### src/sv/mspc_pkg.sv
// Shared types, constants and register codes of the motor speed PI controller.
package mspc_pkg;

    localparam int ADC_BITS       = 12;
    localparam int COUNT_BITS_DEF = 16;
    localparam int CFG_IDX_W      = 3;
    localparam int CFG_DATA_W     = 24;

    localparam logic [1:0] OP_EDGE_A  = 2'd0;
    localparam logic [1:0] OP_EDGE_B  = 2'd1;
    localparam logic [1:0] OP_TICK    = 2'd2;
    localparam logic [1:0] OP_CONTROL = 2'd3;

    localparam logic [1:0] MODE_OPEN   = 2'd0;
    localparam logic [1:0] MODE_CLOSED = 2'd1;
    localparam logic [1:0] MODE_TUNE   = 2'd2;

    localparam logic [3:0] KEY_CLEAR  = 4'd0;
    localparam logic [3:0] KEY_CW     = 4'd1;
    localparam logic [3:0] KEY_P_UP   = 4'd2;
    localparam logic [3:0] KEY_I_UP   = 4'd3;
    localparam logic [3:0] KEY_CCW    = 4'd4;
    localparam logic [3:0] KEY_P_DN   = 4'd5;
    localparam logic [3:0] KEY_I_DN   = 4'd6;
    localparam logic [3:0] KEY_OPEN   = 4'd7;
    localparam logic [3:0] KEY_CLOSED = 4'd8;
    localparam logic [3:0] KEY_TUNE   = 4'd9;

    localparam logic [CFG_IDX_W-1:0] REG_MAX_SPEED   = 3'd0;
    localparam logic [CFG_IDX_W-1:0] REG_PWM_PERIOD  = 3'd1;
    localparam logic [CFG_IDX_W-1:0] REG_RPM_PER_PLS = 3'd2;
    localparam logic [CFG_IDX_W-1:0] REG_RPM_TO_DUTY = 3'd3;
    localparam logic [CFG_IDX_W-1:0] REG_P_GAIN_STEP = 3'd4;
    localparam logic [CFG_IDX_W-1:0] REG_I_GAIN_STEP = 3'd5;

    localparam logic [11:0] RST_MAX_SPEED   = 12'd360;
    localparam logic [15:0] RST_PWM_PERIOD  = 16'd240;
    localparam logic [15:0] RST_RPM_PER_PLS = 16'd1369;
    localparam logic [15:0] RST_RPM_TO_DUTY = 16'd43691;
    localparam logic [23:0] RST_P_GAIN_STEP = 24'd1677722;
    localparam logic [23:0] RST_I_GAIN_STEP = 24'd16777;
    localparam logic [7:0]  RST_MULT        = 8'd5;

    localparam logic [31:0] INT32_MAX_C = 32'h7FFF_FFFF;
    localparam logic [31:0] INT32_MIN_C = 32'h8000_0000;

    typedef struct packed {
        logic [1:0]          opcode;
        logic [ADC_BITS-1:0] pot_sample;
        logic [3:0]          touch_key;
    } req_t;

    typedef struct packed {
        logic [15:0] duty;
        logic        duty_updated;
        logic        drive_a;
        logic        drive_b;
        logic [15:0] measured_rpm;
        logic [11:0] desired_rpm;
        logic [1:0]  mode_now;
        logic [7:0]  p_mult_now;
        logic [7:0]  i_mult_now;
    } res_t;

    typedef struct packed {
        logic [11:0] max_speed_rpm;
        logic [15:0] pwm_period;
        logic [15:0] rpm_per_pulse;
        logic [15:0] rpm_to_duty;
        logic [23:0] p_gain_step;
        logic [23:0] i_gain_step;
    } cfg_t;

endpackage

### src/sv/mspc_mul.sv
// Shared unsigned multiplier with registered product.
module mspc_mul #(
    parameter int A_W = 32,
    parameter int B_W = 16
) (
    input  logic               clk,
    input  logic [A_W-1:0]     a,
    input  logic [B_W-1:0]     b,
    output logic [A_W+B_W-1:0] p
);

    logic [A_W+B_W-1:0] p_reg;
    logic [A_W+B_W-1:0] p_next;

    assign p_next = (A_W + B_W)'(a) * (A_W + B_W)'(b);

    always_ff @(posedge clk)
    begin
        p_reg <= p_next;
    end

    assign p = p_reg;

endmodule

### src/sv/mspc_core.sv
// Sequencer, controller state and PI datapath around the shared multiplier.
module mspc_core import mspc_pkg::*; #(
    parameter int COUNT_BITS = COUNT_BITS_DEF
) (
    input  logic clk,
    input  logic rst_n,
    input  logic start,
    input  req_t req,
    input  cfg_t cfg,
    input  logic take,
    output logic ready,
    output logic done,
    output res_t res
);

    localparam int WIN_W = COUNT_BITS + 1;
    localparam int MQ_W  = WIN_W + 16;
    localparam int MA_W  = (WIN_W > 32) ? WIN_W : 32;
    localparam int P_W   = MA_W + 16;
    localparam int DW    = (MQ_W + 1 > 33) ? MQ_W + 1 : 33;
    localparam int U_W   = 50;
    localparam int T_W   = 49;

    typedef enum logic [4:0] {
        S_IDLE, S_DESIRED, S_CHECK, S_MEASURE, S_OPEN, S_INTEG, S_GAIN_P, S_GAIN_I,
        S_P_LO, S_P_HI, S_P_SUM, S_I_LO, S_I_HI, S_I_SUM, S_DUTY, S_KEY, S_DONE
    } state_t;

    state_t state_reg, state_next;

    logic [COUNT_BITS-1:0] cnt_a_reg, cnt_a_next, cnt_b_reg, cnt_b_next;
    logic [WIN_W-1:0]      window_reg, window_next;
    logic                  win_rdy_reg, win_rdy_next;
    logic                  dir_reg, dir_next;
    logic [1:0]            mode_reg, mode_next;
    logic [7:0]            pm_reg, pm_next, im_reg, im_next;
    logic [31:0]           integ_reg, integ_next;
    logic [15:0]           last_duty_reg, last_duty_next;
    logic [15:0]           shown_reg, shown_next;
    logic [ADC_BITS-1:0]   pot_reg, pot_next;
    logic [3:0]            key_reg, key_next;
    logic [11:0]           desired_reg, desired_next;
    logic [19:0]           dq_reg, dq_next;
    logic [31:0]           err_reg, err_next;
    logic [31:0]           kp_reg, kp_next, ki_reg, ki_next;
    logic [31:0]           mag_reg, mag_next, acc_reg, acc_next;
    logic [U_W-1:0]        u_reg, u_next;
    logic                  upd_reg, upd_next;

    logic [MA_W-1:0]       op_a;
    logic [15:0]           op_b;
    logic [P_W-1:0]        p;

    logic [MQ_W-1:0]       mq;
    logic [DW-1:0]         diff;
    logic [32:0]           isum;
    logic [15:0]           open_duty;
    logic [31:0]           err_mag, integ_mag;
    logic [T_W-1:0]        term;
    logic [U_W-1:0]        rnd;
    logic [U_W-17:0]       rduty;
    logic                  tuning;

    mspc_mul #(
        .A_W (MA_W),
        .B_W (16)
    ) u_mul (
        .clk (clk),
        .a   (op_a),
        .b   (op_b),
        .p   (p)
    );

    assign mq        = p[MQ_W-1:0];
    assign diff      = DW'(dq_reg) - DW'(mq);
    assign isum      = {integ_reg[31], integ_reg} + {err_reg[31], err_reg};
    assign open_duty = p[ADC_BITS+15:ADC_BITS];
    assign err_mag   = err_reg[31] ? 32'(-err_reg) : err_reg;
    assign integ_mag = integ_reg[31] ? 32'(-integ_reg) : integ_reg;
    assign term      = T_W'(acc_reg) + T_W'(p[47:0]);
    assign rnd       = u_reg + U_W'(32768);
    assign rduty     = rnd[U_W-1:16];
    assign tuning    = (mode_reg == MODE_TUNE);

    always_comb
    begin
        state_next     = state_reg;
        cnt_a_next     = cnt_a_reg;
        cnt_b_next     = cnt_b_reg;
        window_next    = window_reg;
        win_rdy_next   = win_rdy_reg;
        dir_next       = dir_reg;
        mode_next      = mode_reg;
        pm_next        = pm_reg;
        im_next        = im_reg;
        integ_next     = integ_reg;
        last_duty_next = last_duty_reg;
        shown_next     = shown_reg;
        pot_next       = pot_reg;
        key_next       = key_reg;
        desired_next   = desired_reg;
        dq_next        = dq_reg;
        err_next       = err_reg;
        kp_next        = kp_reg;
        ki_next        = ki_reg;
        mag_next       = mag_reg;
        acc_next       = acc_reg;
        u_next         = u_reg;
        upd_next       = upd_reg;
        op_a           = '0;
        op_b           = '0;

        unique case (state_reg)
            S_IDLE:
            begin
                if (start)
                begin
                    pot_next     = req.pot_sample;
                    key_next     = req.touch_key;
                    desired_next = '0;
                    upd_next     = 1'b0;
                    state_next   = S_DONE;
                    unique case (req.opcode)
                        OP_EDGE_A: cnt_a_next = cnt_a_reg + 1'b1;
                        OP_EDGE_B: cnt_b_next = cnt_b_reg + 1'b1;
                        OP_TICK:
                        begin
                            window_next  = WIN_W'(cnt_a_reg) + WIN_W'(cnt_b_reg);
                            cnt_a_next   = '0;
                            cnt_b_next   = '0;
                            win_rdy_next = 1'b1;
                        end
                        OP_CONTROL: state_next = S_DESIRED;
                        default: state_next = S_DONE;
                    endcase
                end
            end
            S_DESIRED:
            begin
                op_a       = MA_W'(pot_reg);
                op_b       = 16'(cfg.max_speed_rpm);
                state_next = S_CHECK;
            end
            S_CHECK:
            begin
                desired_next = p[ADC_BITS+11:ADC_BITS];
                dq_next      = p[ADC_BITS+11:ADC_BITS-8];
                op_a         = MA_W'(window_reg);
                op_b         = cfg.rpm_per_pulse;
                state_next   = win_rdy_reg ? S_MEASURE : S_KEY;
            end
            S_MEASURE:
            begin
                if (|mq[MQ_W-1:24])
                    shown_next = 16'hFFFF;
                else
                    shown_next = mq[23:8];
                if (diff[DW-1:31] == '0 || diff[DW-1:31] == '1)
                    err_next = diff[31:0];
                else
                    err_next = diff[DW-1] ? INT32_MIN_C : INT32_MAX_C;
                op_a       = MA_W'(pot_reg);
                op_b       = cfg.pwm_period;
                state_next = (mode_reg == MODE_OPEN) ? S_OPEN : S_INTEG;
            end
            S_OPEN:
            begin
                last_duty_next = (open_duty > cfg.pwm_period) ? cfg.pwm_period : open_duty;
                upd_next       = 1'b1;
                window_next    = '0;
                win_rdy_next   = 1'b0;
                state_next     = S_KEY;
            end
            S_INTEG:
            begin
                if (isum[32] != isum[31])
                    integ_next = isum[32] ? INT32_MIN_C : INT32_MAX_C;
                else
                    integ_next = isum[31:0];
                op_a       = MA_W'(cfg.p_gain_step);
                op_b       = 16'(pm_reg);
                state_next = S_GAIN_P;
            end
            S_GAIN_P:
            begin
                kp_next    = p[31:0];
                op_a       = MA_W'(cfg.i_gain_step);
                op_b       = 16'(im_reg);
                state_next = S_GAIN_I;
            end
            S_GAIN_I:
            begin
                ki_next    = p[31:0];
                op_a       = MA_W'(err_mag);
                op_b       = cfg.rpm_to_duty;
                state_next = S_P_LO;
            end
            S_P_LO:
            begin
                mag_next   = p[47:16];
                op_a       = MA_W'(p[47:16]);
                op_b       = kp_reg[15:0];
                state_next = S_P_HI;
            end
            S_P_HI:
            begin
                acc_next   = p[47:16];
                op_a       = MA_W'(mag_reg);
                op_b       = kp_reg[31:16];
                state_next = S_P_SUM;
            end
            S_P_SUM:
            begin
                u_next     = err_reg[31] ? U_W'(-U_W'(term)) : U_W'(term);
                op_a       = MA_W'(integ_mag);
                op_b       = cfg.rpm_to_duty;
                state_next = S_I_LO;
            end
            S_I_LO:
            begin
                mag_next   = p[47:16];
                op_a       = MA_W'(p[47:16]);
                op_b       = ki_reg[15:0];
                state_next = S_I_HI;
            end
            S_I_HI:
            begin
                acc_next   = p[47:16];
                op_a       = MA_W'(mag_reg);
                op_b       = ki_reg[31:16];
                state_next = S_I_SUM;
            end
            S_I_SUM:
            begin
                u_next     = integ_reg[31] ? u_reg - U_W'(term) : u_reg + U_W'(term);
                state_next = S_DUTY;
            end
            S_DUTY:
            begin
                if (u_reg[U_W-1] || u_reg == '0)
                    last_duty_next = '0;
                else if (rduty > (U_W-16)'(cfg.pwm_period))
                    last_duty_next = cfg.pwm_period;
                else
                    last_duty_next = rduty[15:0];
                upd_next     = 1'b1;
                window_next  = '0;
                win_rdy_next = 1'b0;
                state_next   = S_KEY;
            end
            S_KEY:
            begin
                unique case (key_reg)
                    KEY_CW:     dir_next  = 1'b0;
                    KEY_CCW:    dir_next  = 1'b1;
                    KEY_OPEN:   mode_next = MODE_OPEN;
                    KEY_CLOSED: mode_next = MODE_CLOSED;
                    KEY_TUNE:   mode_next = MODE_TUNE;
                    KEY_P_UP:   if (tuning && pm_reg != 8'hFF) pm_next = pm_reg + 1'b1;
                    KEY_P_DN:   if (tuning && pm_reg != 8'h00) pm_next = pm_reg - 1'b1;
                    KEY_I_UP:   if (tuning && im_reg != 8'hFF) im_next = im_reg + 1'b1;
                    KEY_I_DN:   if (tuning && im_reg != 8'h00) im_next = im_reg - 1'b1;
                    KEY_CLEAR:
                    begin
                        if (tuning)
                        begin
                            pm_next = '0;
                            im_next = '0;
                        end
                    end
                    default: ;
                endcase
                state_next = S_DONE;
            end
            S_DONE:
            begin
                if (take)
                    state_next = S_IDLE;
            end
            default: state_next = S_IDLE;
        endcase
    end

    always_ff @(posedge clk or negedge rst_n)
    begin
        if (!rst_n)
        begin
            state_reg     <= S_IDLE;
            cnt_a_reg     <= '0;
            cnt_b_reg     <= '0;
            window_reg    <= '0;
            win_rdy_reg   <= 1'b0;
            dir_reg       <= 1'b1;
            mode_reg      <= MODE_OPEN;
            pm_reg        <= RST_MULT;
            im_reg        <= RST_MULT;
            integ_reg     <= '0;
            last_duty_reg <= '0;
            shown_reg     <= '0;
            pot_reg       <= '0;
            key_reg       <= '0;
            desired_reg   <= '0;
            dq_reg        <= '0;
            err_reg       <= '0;
            kp_reg        <= '0;
            ki_reg        <= '0;
            mag_reg       <= '0;
            acc_reg       <= '0;
            u_reg         <= '0;
            upd_reg       <= 1'b0;
        end
        else
        begin
            state_reg     <= state_next;
            cnt_a_reg     <= cnt_a_next;
            cnt_b_reg     <= cnt_b_next;
            window_reg    <= window_next;
            win_rdy_reg   <= win_rdy_next;
            dir_reg       <= dir_next;
            mode_reg      <= mode_next;
            pm_reg        <= pm_next;
            im_reg        <= im_next;
            integ_reg     <= integ_next;
            last_duty_reg <= last_duty_next;
            shown_reg     <= shown_next;
            pot_reg       <= pot_next;
            key_reg       <= key_next;
            desired_reg   <= desired_next;
            dq_reg        <= dq_next;
            err_reg       <= err_next;
            kp_reg        <= kp_next;
            ki_reg        <= ki_next;
            mag_reg       <= mag_next;
            acc_reg       <= acc_next;
            u_reg         <= u_next;
            upd_reg       <= upd_next;
        end
    end

    assign ready = (state_reg == S_IDLE);
    assign done  = (state_reg == S_DONE);

    always_comb
    begin
        res.duty         = last_duty_reg;
        res.duty_updated = upd_reg;
        res.drive_a      = dir_reg;
        res.drive_b      = ~dir_reg;
        res.measured_rpm = shown_reg;
        res.desired_rpm  = desired_reg;
        res.mode_now     = mode_reg;
        res.p_mult_now   = pm_reg;
        res.i_mult_now   = im_reg;
    end

endmodule

### src/sv/motor_speed_pi_controller_top.sv
// Top level of the motor speed PI controller: configuration, request and result ports.
//
// One request at a time. An encoder edge or an update tick goes from idle straight to done.
// A control step forms the desired speed; when no window is ready it goes on to the key
// handling, else it measures the speed and sets the open-loop duty or runs the PI steps of
// the closed-loop modes before the key handling. The result reaches the result register at
// the edge at which the sequencer returns to idle; until the register can take it, the
// sequencer waits in done. The steps are set by the single 32x16 multiplier, with a
// registered product, that every product of the control law passes through in turn; the
// wider gain products take two passes, low and high halves. The next request is accepted
// as soon as the sequencer is idle, even while the last result still waits to be taken.
module motor_speed_pi_controller_top import mspc_pkg::*; #(
    parameter int COUNT_BITS = COUNT_BITS_DEF
) (
    input  logic                  clk,
    input  logic                  rst_n,
    input  logic                  item_valid,
    output logic                  item_ready,
    input  req_t                  item,
    output logic                  result_valid,
    input  logic                  result_ready,
    output res_t                  result,
    input  logic                  cfg_we,
    input  logic [CFG_IDX_W-1:0]  cfg_index,
    input  logic [CFG_DATA_W-1:0] cfg_data
);

    cfg_t cfg_reg, cfg_next;
    logic res_valid_reg, res_valid_next;
    res_t res_reg, res_next;

    logic core_ready, core_done, take, start;
    res_t core_res;

    assign start = item_valid && core_ready;
    assign take  = !res_valid_reg || result_ready;

    mspc_core #(
        .COUNT_BITS (COUNT_BITS)
    ) u_core (
        .clk   (clk),
        .rst_n (rst_n),
        .start (start),
        .req   (item),
        .cfg   (cfg_reg),
        .take  (take),
        .ready (core_ready),
        .done  (core_done),
        .res   (core_res)
    );

    always_comb
    begin
        cfg_next = cfg_reg;
        if (cfg_we)
        begin
            unique case (cfg_index)
                REG_MAX_SPEED:   cfg_next.max_speed_rpm = cfg_data[11:0];
                REG_PWM_PERIOD:  cfg_next.pwm_period    = cfg_data[15:0];
                REG_RPM_PER_PLS: cfg_next.rpm_per_pulse = cfg_data[15:0];
                REG_RPM_TO_DUTY: cfg_next.rpm_to_duty   = cfg_data[15:0];
                REG_P_GAIN_STEP: cfg_next.p_gain_step   = cfg_data;
                REG_I_GAIN_STEP: cfg_next.i_gain_step   = cfg_data;
                default: ;
            endcase
        end
    end

    always_comb
    begin
        res_valid_next = res_valid_reg;
        res_next       = res_reg;
        if (core_done && take)
        begin
            res_valid_next = 1'b1;
            res_next       = core_res;
        end
        else if (result_ready)
        begin
            res_valid_next = 1'b0;
        end
    end

    always_ff @(posedge clk or negedge rst_n)
    begin
        if (!rst_n)
        begin
            cfg_reg.max_speed_rpm <= RST_MAX_SPEED;
            cfg_reg.pwm_period    <= RST_PWM_PERIOD;
            cfg_reg.rpm_per_pulse <= RST_RPM_PER_PLS;
            cfg_reg.rpm_to_duty   <= RST_RPM_TO_DUTY;
            cfg_reg.p_gain_step   <= RST_P_GAIN_STEP;
            cfg_reg.i_gain_step   <= RST_I_GAIN_STEP;
            res_valid_reg         <= 1'b0;
            res_reg               <= '0;
        end
        else
        begin
            cfg_reg       <= cfg_next;
            res_valid_reg <= res_valid_next;
            res_reg       <= res_next;
        end
    end

    assign item_ready   = core_ready;
    assign result_valid = res_valid_reg;
    assign result       = res_reg;

    a_busy_after_accept: assert property (@(posedge clk) disable iff (!rst_n)
        item_valid && item_ready |=> !item_ready)
        else $error("request accepted but sequencer did not leave idle");

    a_duty_in_range: assert property (@(posedge clk) disable iff (!rst_n)
        result_valid && result.duty_updated |-> result.duty <= cfg_reg.pwm_period)
        else $error("new duty above pwm period");

    a_drive_opposite: assert property (@(posedge clk) disable iff (!rst_n)
        result_valid |-> result.drive_b == !result.drive_a)
        else $error("driver inputs not complementary");

endmodule
### config.mk
export PLATFORM = sky130hd
export DESIGN_NAME = motor_speed_pi_controller_top
export DESIGN_NICKNAME = d
export VERILOG_FILES = /design/src/sv/mspc_pkg.sv /design/src/sv/mspc_mul.sv /design/src/sv/mspc_core.sv /design/src/sv/motor_speed_pi_controller_top.sv
export SDC_FILE = /design/constraint.sdc
export NUM_CORES = 2
export LEC_CHECK = 0
export BUFFER_PORTS_ARGS = -buffer_cell sky130_fd_sc_hd__buf_4
export CAP_MARGIN = 0
export CORE_AREA = 2 2 262 394
export DETAILED_ROUTE_END_ITERATION = 6
export DIE_AREA = 0 0 264 396
export HOLD_SLACK_MARGIN = 0.1
export PLACE_DENSITY = 0.81
export SYNTH_ARGS = -nofsm -noshare
export SYNTH_HDL_FRONTEND = slang
export SYNTH_SLANG_ARGS = --single-unit
### constraint.sdc
create_clock -name clk -period 17.95 [get_ports clk]
set_input_delay 1.795 -clock clk [delete_from_list [all_inputs] [get_ports clk]]
set_output_delay 1.795 -clock clk [all_outputs]
set_load 0.02 [all_outputs]
==> results.sh <==
export IMPL_timing_final_max_slew_violations=0
export IMPL_vias=47951
export IMPL_drt_drc_violations_left=3
export IMPL_nFillCells=8564
export IMPL_initial_core_util=0.548
export IMPL_layout_area_overhead_vs_synth_pct=8.18
export IMPL_static_leakage_power_nw=28.2
export IMPL_tritoncts="yes"
export IMPL_die_w_um=264
export IMPL_routed_wire_length_per_instance_um=23.9
export IMPL_use_met3=0.0612
export IMPL_synth_edff_count=0
export IMPL_setup_violations_final=0
export IMPL_clkLatencyLatePin_ns=0.69
export IMPL_endpoint_kind="flop"
export IMPL_fraction_of_met1_tracks_used_by_global_routing=0.386
export IMPL_antenna_violating_nets_left=0
export IMPL_ys_ff_latch=619
export IMPL_root_buffer="clkbuf_16"
export IMPL_pin_count=117
export IMPL_firstDrtPassIters=7
export IMPL_arrival_ns=11.60
export IMPL_synth_cell_type_count=113
export IMPL_mean_syn_cell_area_um2=8.96
export IMPL_first_global_vias=49739
export IMPL_critical_path_class="flop to flop"
export IMPL_min_period_ns=11.04
export IMPL_largest_register_ff_count=108
export IMPL_placementRows=143
export IMPL_die_ht_um=396
export IMPL_placedCellCount=7408
export IMPL_global_route_peak_usage_layer="met2"
export IMPL_setup_tns_ns=0
export IMPL_nNetsFinal=6961
export IMPL_crit_path_max_cell_delay_ns=0.77
export IMPL_worstHoldPathType="flop to flop"
export IMPL_final_period_utilization=0.615
export IMPL_grt_antenna_before_repair=3
export IMPL_worst_slew_pin_transition_ns=1.21
export IMPL_routed_wl_mm=180
export IMPL_clk_pin_slew_worst_paths_ns=0.07
export IMPL_detail_placement_hpwl_mm=136
export IMPL_synthFlopType="dfrtp_1"
export IMPL_post_drt_via_cell_ratio=6.37
export IMPL_setup_worst_path_start_class="flop"
export IMPL_slew_headroom=0.193
export IMPL_grt_overflow=0
export IMPL_synth_async_sr_flop_share=0.922
export IMPL_cts_hold_buffers=0
export IMPL_grt_util_all_layers=0.344
export IMPL_synth_seq_area_share=0.277
export IMPL_worst_path_most_repeated_cell="fa_1"
export IMPL_setup_repair_after_global_routing_missed_its_margin="no"
export IMPL_power_per_cell_area_nw_per_um2=210
export IMPL_synth_nets=6967
export IMPL_crit_slowest_cell="dfrtp_1"
export IMPL_critical_path_required_ns=18.51
export IMPL_cts_inserted_buffers=59
export IMPL_drt_iter0_markers=5020
export IMPL_yosys_warns=0
export IMPL_global_route_wire_length_before_repair_mm=280
export IMPL_pin_count_of_the_biggest_net_entering_global_routing=143
export IMPL_design_die_area_um2=105000
export IMPL_groute_layer_met2_usage=0.582
export IMPL_portBuffers=116
export IMPL_final_layout_size_suffix_gt1_frac=0.115
export IMPL_cts_max_path_buffers=3
export IMPL_run_status="finished, violations left"
export IMPL_post_synth_instance_area_um2=55300
export IMPL_peakVddDrop_mv=0.141
export IMPL_setup_reg_to_reg_worst_slack_ns=6.91
export IMPL_routability_cong=1.04
export IMPL_fin_cells=7522
export IMPL_postCtsSetupBuffers=0
export IMPL_cts_resized=0
export IMPL_clock_sinks=619
export IMPL_timing_fmax_mhz=90.5
export IMPL_floorplan_core_area_um2=101000
export IMPL_synth_cells=6170
export IMPL_failed_checks="DRC"
export IMPL_cts_htree_levels=2
export IMPL_cp_max_fo=52
export IMPL_cap_violations=0
export IMPL_fin_skew_ns=0.0396
export IMPL_timing_final_hold_violations=0
==> where the power goes <==
| part | internal, W | leakage, nW | switching, W |
|---|---|---|---|
| clock | 0.000729 | 1.00 | 0.000612 |
| combinational | 0.00325 | 19.6 | 0.00553 |
| sequential | 0.00187 | 7.62 | 0.000555 |
==> critical path: cells and delay by family (launching register included) <==
kind	cells	cell delay (ns)
AO/OA/AOI/OAI	12	3.41
XOR/XNOR	1	0.16
AND/OR/NAND/NOR	5	2.44
flip-flops	1	0.77
buffers and inverters	4	0.75
adder cells (fa/ha/maj)	7	3.33
==> area by class of cell <==
class / instances / area (um^2) / share of cell area
clock inverter: 37 / 443 / 0.00740
tap: 1305 / 1630 / 0.0273
timing repair buffer: 231 / 1750 / 0.0293
multi-input combinational: 4687 / 37000 / 0.618
clock buffer: 74 / 1590 / 0.0266
antenna: 3 / 7.51 / 0.000126
sequential: 619 / 15300 / 0.256
inverter: 566 / 2120 / 0.0355
==> through the flow <==
step	hold WS [ns]	power [W]	utilization	worst slack (ns)	instance area (um^2)
finish	0.479	0.0125	0.593	6.91	59800
floorplan	0.443	0.00843	-	9.29	55300
global route	0.494	0.0135	0.593	6.27	59800
CTS	0.480	0.0124	0.593	7.10	59800
detailed placement	0.464	0.0110	0.573	7.14	57800
global placement	0.458	0.0108	0.573	7.29	57800
==> path summary, 6_finish.rpt <==
path                                startpoint                  end  cells after the start
max in group asynchronous                rst_n      u_core.u_reg[2]                      3
min reg2reg                  u_core.mag_reg[9]    u_core.mag_reg[9]                      2
min in group asynchronous                rst_n  u_core.cnt_b_reg[4]                      1
max reg2reg                u_core.state_reg[1]   u_core.u_mul.p[46]                     29
min                          u_core.mag_reg[9]    u_core.mag_reg[9]                      2
max                        u_core.state_reg[1]   u_core.u_mul.p[46]                     29
==> cell usage in the layout, fill, tap and decap left out, types with 179 or more instances in the layout <==
cell type  instances
nand2_1          910
inv_1            565
dfrtp_1          525
nor2_1           456
fa_1             425
ha_1             322
o21ai_0          310
a21oi_1          273
buf_4            229
mux2_2           224
xnor2_1          189
xor2_1           179
==> synth_stat cells (all sizes together) (59+ instances only) <==
cell	count	area, um^2
a21o	111	833
a21oi	275	1380
and2	62	388
clkbuf	243	913
dfrtp	527	13200
fa	425	8510
ha	322	4030
inv	565	2120
mux2	225	2530
mux2i	59	591
nand2	913	3430
nand3	126	636
nor2	460	1730
nor3	86	445
o21ai	326	1630
xnor2	190	1670
xor2	181	1590
==> kinds of logic after synthesis <==
group,share of synthesized area
AOI/OAI and AO/OA,0.155
xor gates and xnor gates,0.0590
adders and majority gates,0.232
buffers and inverters,0.0593
DFF,0.277
muxes,0.0565
and+or+nand+nor,0.161
==> metal layers <==
metal | vias to the layer above | share of wire
li1 | 21107 | -
met1 | 23625 | 0.34
met2 | 2462 | 0.48
met3 | 753 | 0.084
met4 | 4 | 0.091
met5 | - | 0.00013
(Power assumes the default switching activity.)
